==> config.mk <==
export PLATFORM = sky130hd
export DESIGN_NAME = simpson_rule_integrator_flat
export DESIGN_NICKNAME = d
export VERILOG_FILES = /design/src/rtl/core/sri_pkg.sv /design/src/rtl/core/sri_in_if.sv /design/src/rtl/core/sri_out_if.sv /design/src/rtl/core/simpson_rule_integrator.sv /design/src/rtl/core/sri_front.sv /design/src/rtl/core/sri_fifo.sv /design/src/rtl/core/sri_back.sv /design/src/flat_wrapper.sv
export VERILOG_INCLUDE_DIRS = /design/src /design/src/rtl/core
export SDC_FILE = /design/constraint.sdc
export NUM_CORES = 2
export LEC_CHECK = 0
export ABC_CLOCK_PERIOD_IN_PS = 48800
export BUFFER_PORTS_ARGS = -buffer_cell sky130_fd_sc_hd__buf_4
export CORE_MARGIN = 3
export CORE_UTILIZATION = 64
export CTS_CLUSTER_DIAMETER = 200
export DETAILED_ROUTE_END_ITERATION = 10
export GPL_ROUTABILITY_DRIVEN = 0
export GPL_TIMING_DRIVEN = 0
export PLACE_DENSITY_LB_ADDON = 0.2
export SLEW_MARGIN = 20
export SYNTH_ARGS = -nofsm -noshare
export SYNTH_HDL_FRONTEND = slang
export SYNTH_SLANG_ARGS = --single-unit
==> constraint.sdc <==
create_clock -name clk -period 48.8 [get_ports clk]
set_clock_uncertainty 0.2 [all_clocks]
set_input_delay 0 -clock clk [delete_from_list [all_inputs] [get_ports clk]]
set_output_delay 0 -clock clk [all_outputs]
set_load 0.05 [all_outputs]
==> src/rtl/core/simpson_rule_integrator_macros.svh <==
// ----------------------------------------------------------------------------
// Assertion macros shared by the integrator RTL.
// Both macros expect signals named clk and rst in the enclosing module.
// ----------------------------------------------------------------------------
`ifndef SIMPSON_RULE_INTEGRATOR_MACROS_SVH
`define SIMPSON_RULE_INTEGRATOR_MACROS_SVH

// Same-cycle implication, disabled during reset.
`define SRI_ASSERT_IMP(name, ante, cons) \
  name: assert property (@(posedge clk) disable iff (rst) (ante) |-> (cons)) \
    else $error("sri: same-cycle check failed");

// Next-cycle implication, disabled during reset.
`define SRI_ASSERT_NXT(name, ante, cons) \
  name: assert property (@(posedge clk) disable iff (rst) (ante) |=> (cons)) \
    else $error("sri: next-cycle check failed");

`endif

==> src/rtl/core/sri_pkg.sv <==
// ----------------------------------------------------------------------------
// sri_pkg
// Widths and the queue entry type shared by the integrator modules.
// ----------------------------------------------------------------------------
`default_nettype none

package sri_pkg;

  // Field widths of the channels.
  localparam int SRI_POS_W  = 24;
  localparam int SRI_VAL_W  = 24;
  localparam int SRI_RES_W  = 64;

  // Operand widths: a position difference and a weighted value sum.
  localparam int SRI_DX_W   = SRI_POS_W + 1;
  localparam int SRI_WT_W   = SRI_VAL_W + 3;
  localparam int SRI_PROD_W = SRI_DX_W + SRI_WT_W;

  // Default depth of the queue between front and back.
  localparam int SRI_FIFO_DEPTH = 4;

  // One unit of work for the back end.
  typedef struct packed {
    logic                       grp;  // add a Simpson group term
    logic                       trp;  // final trapezoid over the last interval
    logic                       lst;  // close the run and emit a result
    logic signed [SRI_DX_W-1:0] dx;
    logic signed [SRI_WT_W-1:0] wt;
  } sri_op_t;

endpackage

`default_nettype wire

==> src/rtl/core/sri_in_if.sv <==
// ----------------------------------------------------------------------------
// sri_in_if
// Sample channel: position, function value and end-of-run mark.
// ----------------------------------------------------------------------------
`default_nettype none

interface sri_in_if
  import sri_pkg::*;
  ();
  logic                        valid;
  logic                        ready;
  logic signed [SRI_POS_W-1:0] x_pos;
  logic signed [SRI_VAL_W-1:0] sample;
  logic                        last;

  modport source (output valid, output x_pos, output sample, output last, input ready);
  modport sink   (input valid, input x_pos, input sample, input last, output ready);
endinterface

`default_nettype wire

==> src/rtl/core/sri_out_if.sv <==
// ----------------------------------------------------------------------------
// sri_out_if
// Result channel: integral estimate and saturation flag.
// ----------------------------------------------------------------------------
`default_nettype none

interface sri_out_if
  import sri_pkg::*;
  ();
  logic                        valid;
  logic                        ready;
  logic signed [SRI_RES_W-1:0] integral;
  logic                        overflow;

  modport source (output valid, output integral, output overflow, input ready);
  modport sink   (input valid, input integral, input overflow, output ready);
endinterface

`default_nettype wire

==> src/rtl/core/simpson_rule_integrator.sv <==
// ----------------------------------------------------------------------------
// simpson_rule_integrator
// Streaming composite Simpson integrator over unevenly spaced samples.
// ----------------------------------------------------------------------------
// Usage:
//   Samples enter on the "in" channel as signed Q12.12 position and value;
//   last marks the final sample of a run. A run of N samples yields exactly
//   one transfer on the "out" channel: the Q40.24 integral, saturated to 64
//   bits, and an overflow flag set if any saturation occurred in the run.
//   Samples other than the last produce no result.
//   Throughput is one sample per cycle while the queue is not full. A result
//   is first offered once the last sample has passed through the queue into
//   the multiplier, the accumulator, the rounding-bias register, the
//   divide-by-three pipeline (eight quotient bits per stage), the sign
//   restore register and the final saturating add into the output register.
//   When the receiver stalls, the whole back pipeline holds; the queue keeps
//   taking samples until it is full, then in.ready drops.
//   Reset clears the run state, the queue and all pipeline valids.
// ----------------------------------------------------------------------------
`default_nettype none

module simpson_rule_integrator
  import sri_pkg::*;
#(
  parameter int QUEUE_DEPTH = SRI_FIFO_DEPTH
) (
  input  wire logic clk,
  input  wire logic rst,
  sri_in_if.sink    in,
  sri_out_if.source out
);

  logic    q_push;
  logic    q_full;
  logic    q_pop;
  logic    q_empty;
  logic    back_ready;
  sri_op_t q_wr;
  sri_op_t q_rd;

  // Sample acceptance and classification.
  sri_front u_front (
    .clk  (clk),
    .rst  (rst),
    .in   (in),
    .push (q_push),
    .op   (q_wr),
    .full (q_full)
  );

  // Operation queue.
  sri_fifo #(
    .DEPTH (QUEUE_DEPTH)
  ) u_fifo (
    .clk     (clk),
    .rst     (rst),
    .push    (q_push),
    .wr_data (q_wr),
    .full    (q_full),
    .pop     (q_pop),
    .rd_data (q_rd),
    .empty   (q_empty)
  );

  assign q_pop = !q_empty && back_ready;

  // Arithmetic back end and result register.
  sri_back u_back (
    .clk      (clk),
    .rst      (rst),
    .op_valid (!q_empty),
    .op       (q_rd),
    .op_ready (back_ready),
    .out      (out)
  );

endmodule

`default_nettype wire

==> src/rtl/core/sri_front.sv <==
// ----------------------------------------------------------------------------
// sri_front
// Accepts samples, keeps the two previous samples and the run phase, and
// turns each sample that completes a group or closes the run into a multiply operation for the back end.
// ----------------------------------------------------------------------------
`default_nettype none

module sri_front
  import sri_pkg::*;
(
  input  wire logic clk,
  input  wire logic rst,
  sri_in_if.sink    in,
  output logic      push,
  output sri_op_t   op,
  input  wire logic full
);

  // Run phase codes.
  localparam logic [1:0] PH_EMPTY = 2'd0;  // no samples yet
  localparam logic [1:0] PH_ONE   = 2'd1;  // exactly one sample
  localparam logic [1:0] PH_EVEN  = 2'd2;  // even count seen
  localparam logic [1:0] PH_ODD   = 2'd3;  // odd count of three or more

  logic signed [SRI_POS_W-1:0] older_pos;
  logic signed [SRI_VAL_W-1:0] older_val;
  logic signed [SRI_POS_W-1:0] prev_pos;
  logic signed [SRI_VAL_W-1:0] prev_val;
  logic [1:0]                  phase;
  logic [1:0]                  phase_next;

  logic                        accept;
  logic                        is_grp;
  logic                        is_trp;
  logic signed [SRI_DX_W-1:0]  grp_dx;
  logic signed [SRI_DX_W-1:0]  trp_dx;
  logic signed [SRI_WT_W-1:0]  grp_wt;
  logic signed [SRI_WT_W-1:0]  trp_wt;

  assign in.ready = !full;

  // Classify the sample and form the multiplier operands.
  always_comb begin
    accept = in.valid && in.ready;
    is_grp = (phase == PH_EVEN);
    is_trp = in.last && ((phase == PH_ONE) || (phase == PH_ODD));
    grp_dx = SRI_DX_W'(in.x_pos) - SRI_DX_W'(older_pos);
    trp_dx = SRI_DX_W'(in.x_pos) - SRI_DX_W'(prev_pos);
    grp_wt = SRI_WT_W'(older_val) + (SRI_WT_W'(prev_val) <<< 2) + SRI_WT_W'(in.sample);
    trp_wt = SRI_WT_W'(prev_val) + SRI_WT_W'(in.sample);
    op.grp = is_grp;
    op.trp = is_trp;
    op.lst = in.last;
    op.dx  = is_grp ? grp_dx : trp_dx;
    op.wt  = is_grp ? grp_wt : trp_wt;
    push   = accept && (is_grp || in.last);
  end

  // Phase advance for a sample that does not close the run.
  always_comb begin
    case (phase)
      PH_EMPTY: phase_next = PH_ONE;
      PH_EVEN:  phase_next = PH_ODD;
      default:  phase_next = PH_EVEN;
    endcase
  end

  // Sample history; the run state clears after the last sample.
  always_ff @(posedge clk) begin
    if (rst) begin
      older_pos <= '0;
      older_val <= '0;
      prev_pos  <= '0;
      prev_val  <= '0;
      phase     <= PH_EMPTY;
    end else if (accept) begin
      if (in.last) begin
        older_pos <= '0;
        older_val <= '0;
        prev_pos  <= '0;
        prev_val  <= '0;
        phase     <= PH_EMPTY;
      end else begin
        older_pos <= prev_pos;
        older_val <= prev_val;
        prev_pos  <= in.x_pos;
        prev_val  <= in.sample;
        phase     <= phase_next;
      end
    end
  end

endmodule

`default_nettype wire

==> src/rtl/core/sri_fifo.sv <==
// ----------------------------------------------------------------------------
// sri_fifo
// Short queue of operations between the front end and the back end.
// ----------------------------------------------------------------------------
`default_nettype none
`include "simpson_rule_integrator_macros.svh"

module sri_fifo
  import sri_pkg::*;
#(
  parameter int DEPTH = SRI_FIFO_DEPTH
) (
  input  wire logic    clk,
  input  wire logic    rst,
  input  wire logic    push,
  input  wire sri_op_t wr_data,
  output logic         full,
  input  wire logic    pop,
  output sri_op_t      rd_data,
  output logic         empty
);

  localparam int PTR_W = (DEPTH > 1) ? $clog2(DEPTH) : 1;
  localparam int CNT_W = $clog2(DEPTH + 1);

  sri_op_t            mem [DEPTH];
  logic [PTR_W-1:0]   wr_ptr;
  logic [PTR_W-1:0]   rd_ptr;
  logic [CNT_W-1:0]   count;

  assign full    = (count == CNT_W'(DEPTH));
  assign empty   = (count == '0);
  assign rd_data = mem[rd_ptr];

  // Entry storage.
  always_ff @(posedge clk) begin
    if (push) begin
      mem[wr_ptr] <= wr_data;
    end
  end

  // Pointers and fill count.
  always_ff @(posedge clk) begin
    if (rst) begin
      wr_ptr <= '0;
      rd_ptr <= '0;
      count  <= '0;
    end else begin
      if (push) begin
        wr_ptr <= (wr_ptr == PTR_W'(DEPTH - 1)) ? '0 : wr_ptr + 1'b1;
      end
      if (pop) begin
        rd_ptr <= (rd_ptr == PTR_W'(DEPTH - 1)) ? '0 : rd_ptr + 1'b1;
      end
      if (push && !pop) begin
        count <= count + 1'b1;
      end else if (pop && !push) begin
        count <= count - 1'b1;
      end
    end
  end

  `SRI_ASSERT_IMP(a_push_has_room, push, !full)
  `SRI_ASSERT_IMP(a_pop_has_entry, pop, !empty)

endmodule

`default_nettype wire

==> src/rtl/core/sri_back.sv <==
// ----------------------------------------------------------------------------
// sri_back
// Multiplies, accumulates with saturation, divides the closed sum by six
// with rounding, adds the halved trapezoid and holds the result.
// ----------------------------------------------------------------------------
`default_nettype none
`include "simpson_rule_integrator_macros.svh"

module sri_back
  import sri_pkg::*;
(
  input  wire logic    clk,
  input  wire logic    rst,
  input  wire logic    op_valid,
  input  wire sri_op_t op,
  output logic         op_ready,
  sri_out_if.source    out
);

  localparam int DIV_STAGES = 8;
  localparam int DIV_BITS   = SRI_RES_W / DIV_STAGES;
  localparam int HALF_W     = SRI_PROD_W - 1;

  localparam logic signed [SRI_RES_W-1:0] RES_MAX = {1'b0, {(SRI_RES_W-1){1'b1}}};
  localparam logic signed [SRI_RES_W-1:0] RES_MIN = {1'b1, {(SRI_RES_W-1){1'b0}}};

  // One stage of the divide-by-three pipeline with the values riding along.
  typedef struct packed {
    logic                  neg;
    logic [1:0]            rem;
    logic [SRI_RES_W-1:0]  word;
    logic [HALF_W-1:0]     thalf;
    logic                  tneg;
    logic                  sat;
  } dstg_t;

  // Signed add clamped to the 64-bit range; the top bit flags a clamp.
  function automatic logic [SRI_RES_W:0] sat_add(input logic signed [SRI_RES_W-1:0] a,
                                                 input logic signed [SRI_RES_W-1:0] b);
    logic signed [SRI_RES_W-1:0] s;
    logic [SRI_RES_W:0]          r;
    s = a + b;
    if (!a[SRI_RES_W-1] && !b[SRI_RES_W-1] && s[SRI_RES_W-1]) begin
      r = {1'b1, RES_MAX};
    end else if (a[SRI_RES_W-1] && b[SRI_RES_W-1] && !s[SRI_RES_W-1]) begin
      r = {1'b1, RES_MIN};
    end else begin
      r = {1'b0, s};
    end
    return r;
  endfunction

  // Restoring long division by three, eight dividend bits per stage.
  function automatic dstg_t div_step(input dstg_t s);
    dstg_t      r;
    logic [2:0] t;
    r = s;
    for (int b = 0; b < DIV_BITS; b++) begin
      t      = {r.rem, r.word[SRI_RES_W-1]};
      r.word = {r.word[SRI_RES_W-2:0], (t >= 3'd3)};
      r.rem  = (t >= 3'd3) ? 2'(t - 3'd3) : t[1:0];
    end
    return r;
  endfunction

  logic                          adv;

  // Multiply stage.
  logic                          m_vld;
  logic                          m_grp;
  logic                          m_trp;
  logic                          m_lst;
  logic signed [SRI_PROD_W-1:0]  m_prod;

  // Accumulator and its sum for this cycle.
  logic signed [SRI_RES_W-1:0]   acc;
  logic                          sat;
  logic [SRI_RES_W:0]            a_res;
  logic signed [SRI_RES_W-1:0]   a_sum;
  logic                          a_ovf;

  // Closed run waiting for rounding.
  logic                          d_vld;
  logic [SRI_RES_W-1:0]          d_acc;
  logic                          d_sat;
  logic                          d_trp;
  logic [SRI_PROD_W-1:0]         d_tprod;
  logic [SRI_RES_W-1:0]          d_mag;
  logic [SRI_PROD_W-1:0]         t_mag;
  dstg_t                         prep;

  // Division pipeline.
  logic [DIV_STAGES:0]           q_vld;
  dstg_t                         q_stg [DIV_STAGES+1];

  // Sign restore stage.
  logic                          n_vld;
  logic signed [SRI_RES_W-1:0]   n_total;
  logic signed [SRI_RES_W-1:0]   n_trap;
  logic                          n_sat;
  logic [SRI_RES_W:0]            o_res;

  // Output register.
  logic                          ov_valid;
  logic signed [SRI_RES_W-1:0]   ov_integral;
  logic                          ov_overflow;

  // The whole pipeline moves when the output register can take a result.
  assign adv          = !ov_valid || out.ready;
  assign op_ready     = adv;
  assign out.valid    = ov_valid;
  assign out.integral = ov_integral;
  assign out.overflow = ov_overflow;

  // Group term added to the running sum.
  always_comb begin
    a_res = sat_add(acc, SRI_RES_W'(m_prod));
    a_sum = m_grp ? a_res[SRI_RES_W-1:0] : acc;
    a_ovf = m_grp && a_res[SRI_RES_W];
  end

  // Magnitudes biased for round-half-away division by six and by two.
  always_comb begin
    d_mag = d_acc[SRI_RES_W-1] ? (~d_acc + SRI_RES_W'(4)) : (d_acc + SRI_RES_W'(3));
    t_mag = d_tprod[SRI_PROD_W-1] ? (~d_tprod + SRI_PROD_W'(2))
                                  : (d_tprod + SRI_PROD_W'(1));
    prep.neg   = d_acc[SRI_RES_W-1];
    prep.rem   = 2'd0;
    prep.word  = {1'b0, d_mag[SRI_RES_W-1:1]};
    prep.thalf = d_trp ? t_mag[SRI_PROD_W-1:1] : '0;
    prep.tneg  = d_trp && d_tprod[SRI_PROD_W-1];
    prep.sat   = d_sat;
  end

  assign o_res = sat_add(n_total, n_trap);

  // Control state: stage valids and the run accumulator.
  always_ff @(posedge clk) begin
    if (rst) begin
      m_vld    <= 1'b0;
      acc      <= '0;
      sat      <= 1'b0;
      d_vld    <= 1'b0;
      q_vld    <= '0;
      n_vld    <= 1'b0;
      ov_valid <= 1'b0;
    end else if (adv) begin
      m_vld <= op_valid;
      if (m_vld && m_lst) begin
        acc <= '0;
        sat <= 1'b0;
      end else if (m_vld) begin
        acc <= a_sum;
        sat <= sat || a_ovf;
      end
      d_vld    <= m_vld && m_lst;
      q_vld    <= {q_vld[DIV_STAGES-1:0], d_vld};
      n_vld    <= q_vld[DIV_STAGES];
      ov_valid <= n_vld;
    end
  end

  // Payload registers.
  always_ff @(posedge clk) begin
    if (adv) begin
      m_grp   <= op.grp;
      m_trp   <= op.trp;
      m_lst   <= op.lst;
      m_prod  <= op.dx * op.wt;
      d_acc   <= a_sum;
      d_sat   <= sat || a_ovf;
      d_trp   <= m_trp;
      d_tprod <= m_prod;
      q_stg[0] <= prep;
      for (int k = 0; k < DIV_STAGES; k++) begin
        q_stg[k+1] <= div_step(q_stg[k]);
      end
      n_total <= q_stg[DIV_STAGES].neg ? (SRI_RES_W'(0) - q_stg[DIV_STAGES].word)
                                       : q_stg[DIV_STAGES].word;
      n_trap  <= q_stg[DIV_STAGES].tneg ? (SRI_RES_W'(0) - SRI_RES_W'(q_stg[DIV_STAGES].thalf))
                                        : SRI_RES_W'(q_stg[DIV_STAGES].thalf);
      n_sat   <= q_stg[DIV_STAGES].sat;
      ov_integral <= o_res[SRI_RES_W-1:0];
      ov_overflow <= n_sat || o_res[SRI_RES_W];
    end
  end

  `SRI_ASSERT_NXT(a_stall_holds_acc, ov_valid && !out.ready, $stable(acc))
  `SRI_ASSERT_NXT(a_close_clears_acc, adv && m_vld && m_lst, (acc == '0) && !sat)

endmodule

`default_nettype wire
==> src/flat_wrapper.sv <==
// flat-port wrapper written by rule: the top's interface ports become plain ports
module simpson_rule_integrator_flat import sri_pkg::*;
#(
  parameter int QUEUE_DEPTH = SRI_FIFO_DEPTH
)
  (clk, rst, in_valid, in_x_pos, in_sample, in_last, in_ready, out_valid, out_integral, out_overflow, out_ready);
  sri_in_if in_i ();
  sri_out_if out_i ();
  input  wire logic clk;
  input  wire logic rst;
  input wire logic [$bits(in_i.valid)-1:0] in_valid;
  input wire logic [$bits(in_i.x_pos)-1:0] in_x_pos;
  input wire logic [$bits(in_i.sample)-1:0] in_sample;
  input wire logic [$bits(in_i.last)-1:0] in_last;
  output wire logic [$bits(in_i.ready)-1:0] in_ready;
  output wire logic [$bits(out_i.valid)-1:0] out_valid;
  output wire logic [$bits(out_i.integral)-1:0] out_integral;
  output wire logic [$bits(out_i.overflow)-1:0] out_overflow;
  input wire logic [$bits(out_i.ready)-1:0] out_ready;
  assign in_i.valid = in_valid;
  assign in_i.x_pos = in_x_pos;
  assign in_i.sample = in_sample;
  assign in_i.last = in_last;
  assign in_ready = in_i.ready;
  assign out_valid = out_i.valid;
  assign out_integral = out_i.integral;
  assign out_overflow = out_i.overflow;
  assign out_i.ready = out_ready;
  simpson_rule_integrator #(.QUEUE_DEPTH(QUEUE_DEPTH)) u_core (.clk(clk), .rst(rst), .in(in_i), .out(out_i));
endmodule
Word level (Yosys, flattened, before mapping)
Memory sizes are Yosys's and may differ from the RTL's. A register that Yosys moved wholly into a read port is not among the register bits.
Index checks and enable logic that the tools add are counted.
{ "totals": {"output_inout_bits": 67, "reg_bits": 538, "elab_cells": 319, "memories": 2, "ramBits": 1300} }
{ "mem_list": {"columns": ["memory", "depth", "width", "read_ports", "rd_clocked_by_memory_dff", "wr", "line_no", "source"], "rows": [
  ["u_core.u_back.q_stg", 9, 120, 9, 0, 9, "sri_back.sv:94", "dstg_t q_stg [DIV_STAGES+1];"],
  ["u_core.u_fifo.mem", 4, 55, 1, 1, 1, "sri_fifo.sv:26", "sri_op_t mem [DEPTH];"]
]} }
{ "classes": {"bitwise": 2, "n_lt_le_gt_ge": 64, "reduce_logical": 38, "n_addsub": 81, "n_mux": 96, "eq_ne": 6, "n_mul": 1} }
{ "op_table": {"columns": ["cell", "n"], "rows": [
  ["64-bit two-way mux", 5],
  ["65-bit two-way mux", 4],
  ["3-bit by 2-bit >= comparator with 1-bit output, second input constant", 64],
  ["2-bit two-way mux", 69],
  ["64-bit by 52-bit adder with 64-bit output", 2],
  ["2-bit subtractor, second input constant", 64],
  ["51-bit two-way mux", 2],
  ["24-bit two-way mux", 4],
  ["64-bit by 2-bit adder with 64-bit output, second input constant", 1],
  ["64-bit by 3-bit adder with 64-bit output, second input constant", 1],
  ["64-bit inverter", 1],
  ["1-bit by 64-bit subtractor with 64-bit output, first input constant", 1],
  ["52-bit by 1-bit adder with 52-bit output, second input constant", 1],
  ["52-bit by 2-bit adder with 52-bit output, second input constant", 1],
  ["25-bit by 27-bit multiplier with 52-bit output", 1],
  ["52-bit two-way mux", 1],
  ["52-bit inverter", 1],
  ["1-bit by 51-bit subtractor with 52-bit output, first input constant", 1],
  ["24-bit by 24-bit subtractor with 25-bit output", 2],
  ["24-bit by 26-bit adder with 27-bit output", 1],
  ["27-bit by 24-bit adder with 27-bit output", 1],
  ["27-bit two-way mux", 1],
  ["24-bit by 24-bit adder with 25-bit output", 1],
  ["25-bit two-way mux", 1],
  ["16 further kinds", 57]
]} }

Depth between registers and ports, before layout
An unclocked memory read counts as a cell.
{ "depth": {"ltp_word": 17, "mapped_depth": 39, "mapped_depth_nobuf": 39} }

Cells and area by module
A second synthesis with hierarchy kept.
{ "hier_totals": {"cells_unflattened": 8781, "hier_area_um2": 105551.2} }
{ "by_module_without_submodules": {"columns": ["module", "instances", "area_each_um2", "seq_area_each_um2", "cells_each"], "rows": [
  ["sri_back", 1, 88637.5, 44022.2, 7391],
  ["sri_front", 1, 8458.1, 1961.9, 1057],
  ["sri_fifo", 1, 8445.6, 6786.5, 331],
  ["simpson_rule_integrator", 1, 10.0, 0.0, 2]
]} }

Least setup slack after synthesis
OpenSTA, ideal clock, no wires.
{ "synth_timing": {"kind": "flip-flop to flip-flop", "start": "register u_core.u_back.ov_valid, in the netlist u_core.u_back.out.valid", "end": "register u_core.u_back.d_acc[0] (enable)", "setup_slack_ps": 7254, "required_time_ps": 46268, "t_arrival_ps": 39014, "path_stages_with_launch": 4, "path_buffers": 1, "setup_ps": 2332, "path_cell_list": "dfxtp_1 nor2b_1 inv_1 clkbuf_1"} }
{ "synth_via": {"elab_chain_len": 2} }
{ "synth_rtl": {"columns": ["item", "line_no", "source"], "rows": [
  ["start, declared", "sri_back.sv:104", "logic ov_valid;"],
  ["start signal, assigned", "sri_back.sv:159", "ov_valid <= n_vld;"],
  ["1-bit logical NOT", "sri_back.sv:109", "assign adv = !ov_valid || out.ready;"],
  ["1-bit logical OR", "sri_back.sv:109", null],
  ["net u_core.back_ready", "simpson_rule_integrator.sv:37", "logic back_ready;"],
  ["end signal, assigned", "sri_back.sv:170", "d_acc <= a_sum;"],
  ["end, declared", "sri_back.sv:84", "logic [SRI_RES_W-1:0] d_acc;"]
]} }
The timed path passes the listed nets, and every way through them passes these cells.
A chain may end at the register's enable or synchronous reset.

==> summary.md <==
| Metric | Value |
|---|---|
| ANT nets after route | `0` |
| Flops & latches, synth | `1,819` |
| Multi-input logic area | `47,210 um2` |
| Worst Hold Class | `input port to flop` |
| Share of the synthesized area in the top cell type | `47.11%` |
| Met3 WL | `24,030 um` |
| Fin nets | `10,330` |
| DPL Wire Length | `187,600 um` |
| Resize count post-CTS | `0` |
| Final hold vios | `0` |
| Sequential area share after synthesis | `50.67%` |
| Final-report max-slew violation count | `0` |
| Synth area leader | `edfxtp_1` |
| Root buffer cell | `clkbuf_16` |
| Most frequent CP cell | `fa_1` |
| Pre-antenna DRT Iters | `6` |
| CP arrival | `12,560 ps` |
| Critical hold path startpoint | `rst` |
| Pin count of the biggest net entering global routing | `63` |
| Area delta synth->final | `11.28%` |
| Clk sinks | `1,819` |
| Top post-synthesis cells by area | `edfxtp_1 (47%), fa_1 (14%), ha_1 (5.1%), dfxtp_1 (3.6%), inv_1 (2.9%)` |
| Non-filler instance count after layout | `11,440` |
| Initial Util | `64.64%` |
| Final min period | `12,200 ps` |
| Placed Cells | `11,000` |
| Crit path launch type | `flop` |
| Number of enable flip-flop cells after synthesis | `1,634` |
| DRC errors left | `0` |
| Ys async rst share | `0%` |
| Cell row count | `147` |
| GRT Total Usage | `30.67%` |
| Most frequent cells in the layout | `edfxtp_1 (1,634), inv_1 (804), nand2_1 (771)` |
| Met2 wire length | `119,700 um` |
| Reg-to-Reg End | `u_core.u_back.m_prod[50]` |
| Mapped Avg Cell Area | `11.99 um2` |
| RSZ-0062 raised after global routing | `no` |
| Initial DRC Count | `7,210` |
| Tcrit/Tclk final | `25.00%` |
| Total of max-cap violations | `0` |
| FF/Latch Area | `52,770 um2` |
| Clock buffer depth | `3` |
| Final-report setup violation count | `0` |
| Global-route wire length before repair | `396,700 um` |
| Detailed Route WL | `254,000 um` |
| Share of layout cells above drive strength 1 | `6.266%` |
| TritonCTS Buffers | `179` |
| Outcome | `completed` |
| Port bufs | `119` |
| Crit Path Class | `flop to flop` |
| Top Layer Used | `met5` |
| Core Area | `161,100 um2` |
| Filler cells | `10,640` |
| Total gr overflow | `0` |
| Worst-Skew Late Latency | `850 ps` |
| CP endpoint kind | `flop` |
| WHS Endpoint | `u_core.u_back.acc[49]` |
| Worst-Margin Slew | `1268 ps` |
| Cells after Synth | `8,683` |
| Unique masters post-synth | `84` |
| Vias/cell | `6.150` |
| Mapped cell area | `104,200 um2` |
| Prevailing post-synth register cell | `edfxtp_1` |
| Die Width | `409.4 um` |
| CP required | `49,150 ps` |
| CTS tree | `yes` |
| Hold Path Depth | `5` |
| CTS clk-pin slew, worst paths | `60 ps` |
| Critical path's largest stage delay | `850 ps` |
| Initial antenna violation count | `7` |
| DR vias | `70,360` |
| CTS H-tree lvls | `4` |
| Buffer count from post-CTS setup fixing | `0` |
| CP max-delay cell | `clkbuf_1` |
| Die H | `409.4 um` |
| Worst Reg-to-Reg Cells | `29` |
| Vias in the first global route | `71,640` |
| Die ar. | `167,600 um2` |
| Reg2reg setup slack | `36,600 ps` |
| Drt wl/cell | `22.20 um` |
| Wl on met1 | `91,120 um` |
| Commonest non-fill, non-tap cell in the layout | `edfxtp_1` |
| Relative slew margins | `14.88%` |
| Max FO, Critical Path | `10` |
| Highest clock rate | `81.95 MHz` |
| Net Count, Synth | `9,895` |
| I/O Pins | `120` |
| Synth warn | `0` |
layer usage:
layer | vias to the layer above | global-route usage, %
met5 | - | 0
met4 | 4 | 19.63
met3 | 1025 | 7.703
met2 | 3572 | 49.95
met1 | 34260 | 36.59
li1 | 31490 | -
synth_stat cells (all sizes together), types with 133 or more instances:
| cell type | n |
|---|---|
| a21o | 141 |
| a21oi | 509 |
| clkbuf | 296 |
| dfxtp | 185 |
| edfxtp | 1634 |
| fa | 735 |
| ha | 424 |
| inv | 805 |
| nand2 | 771 |
| nor2 | 707 |
| o21ai | 404 |
| xnor2 | 296 |
| xor2 | 133 |
layout make-up:
cell class | count | share of cell area, %
Timing Repair Buffer | 257 | 2.392
Clock buffer | 207 | 3.955
Multi-Input combinational cell | 5740 | 40.73
Clock inverter | 125 | 1.375
Antenna cell | 8 | 0.01727
Sequential cell | 1819 | 45.53
Tap cell | 2160 | 2.332
Buffer | 319 | 1.058
Inverter | 805 | 2.607
logic make-up (layout without fill, tap and decap cells):
family / count (synthesis) / count (layout) / synth area share [%]
simple gates: 2340 / 2340 / 10.61
flops: 1819 / 1819 / 50.67
compound gates: 1652 / 1652 / 9.956
fa+ha+maj: 1159 / 1159 / 19.22
buf+inv: 1124 / 1713 / 4.069
xor+xnor: 429 / 429 / 3.608
mux: 160 / 160 / 1.869
other cells: 0 / 8 / 0
worst max-delay path by stage:
| stage | start | to | slack (ps) | cells past startpoint |
|---|---|---|---|---|
| final | flop | u_core.u_back.m_prod[50] | 36600 | 29 |
| after global routing | flop | u_core.u_back.m_prod[50] | 36290 | 29 |
| after CTS | flop | u_core.u_back.m_prod[50] | 36940 | 29 |
| after detailed placement | flop | u_core.u_back.m_prod[50] | 37060 | 29 |
| after global placement | u_core.u_back.out.valid | u_core.u_back.n_sat | -4360 | 3 |
| after floorplan | u_core.u_back.out.valid | u_core.u_back.d_acc[0] | 7250 | 3 |
registers in the layout (all words and copies together) (netlist names), 2 cells and up, named ones only:
| name | flops |
|---|---|
| u_core.u_front.prev_val | 24 |
| u_core.u_back.q_vld | 9 |
| u_core.u_fifo.count | 3 |
| u_core.u_back.m_prod | 52 |
| u_core.u_front.older_val | 24 |
| u_core.u_front.prev_pos | 24 |
| u_core.u_back.q_stg | 1059 |
| u_core.u_fifo.rd_ptr | 2 |
| u_core.u_fifo.wr_ptr | 2 |
| u_core.u_back.n_trap | 52 |
| u_core.u_back.acc | 64 |
| u_core.u_front.older_pos | 24 |
| u_core.u_fifo.mem | 220 |
| u_core.u_back.n_total | 64 |
| u_core.u_back.out.integral | 64 |
| u_core.u_back.d_tprod | 52 |
| u_core.u_front.phase | 2 |
| u_core.u_back.d_acc | 64 |
critical path, delay by kind of cell (launching register included):
family                     cells  cell delay, ps
AOI/OAI and AO/OA              7            2280
xor gates and xnor gates       1             130
adders and majority gates      8            3930
buffers and inverters          8            3470
DFF                            1             310
muxes                          1             330
and+or+nand+nor                4            1250
per-stage QoR:
step / cell area, um2 / TNS [ps] / setup slack, ps / hold WS (ps) / util (%)
after floorplan: 104200 / 0 / 7254 / -101.1 / -
after global placement: 107700 / -5808690 / -4358 / 9.376 / 66.87
after detailed placement: 108600 / 0 / 37060 / 20.35 / 67.43
after CTS: 115900 / 0 / 36940 / 10.62 / 71.92
after global routing: 115900 / 0 / 36290 / 76.14 / 71.92
final: 115900 / 0 / 36600 / 83.41 / 71.94
what timing repair did:
item,CTS,global route
setup endpoints to repair,0,0
hold buffers,105,0
hold endpoints to repair,305,0
Power is left out: the tool's default activity adds up to more than one toggle a clock period on the data nets, which glitch-free logic cannot reach.
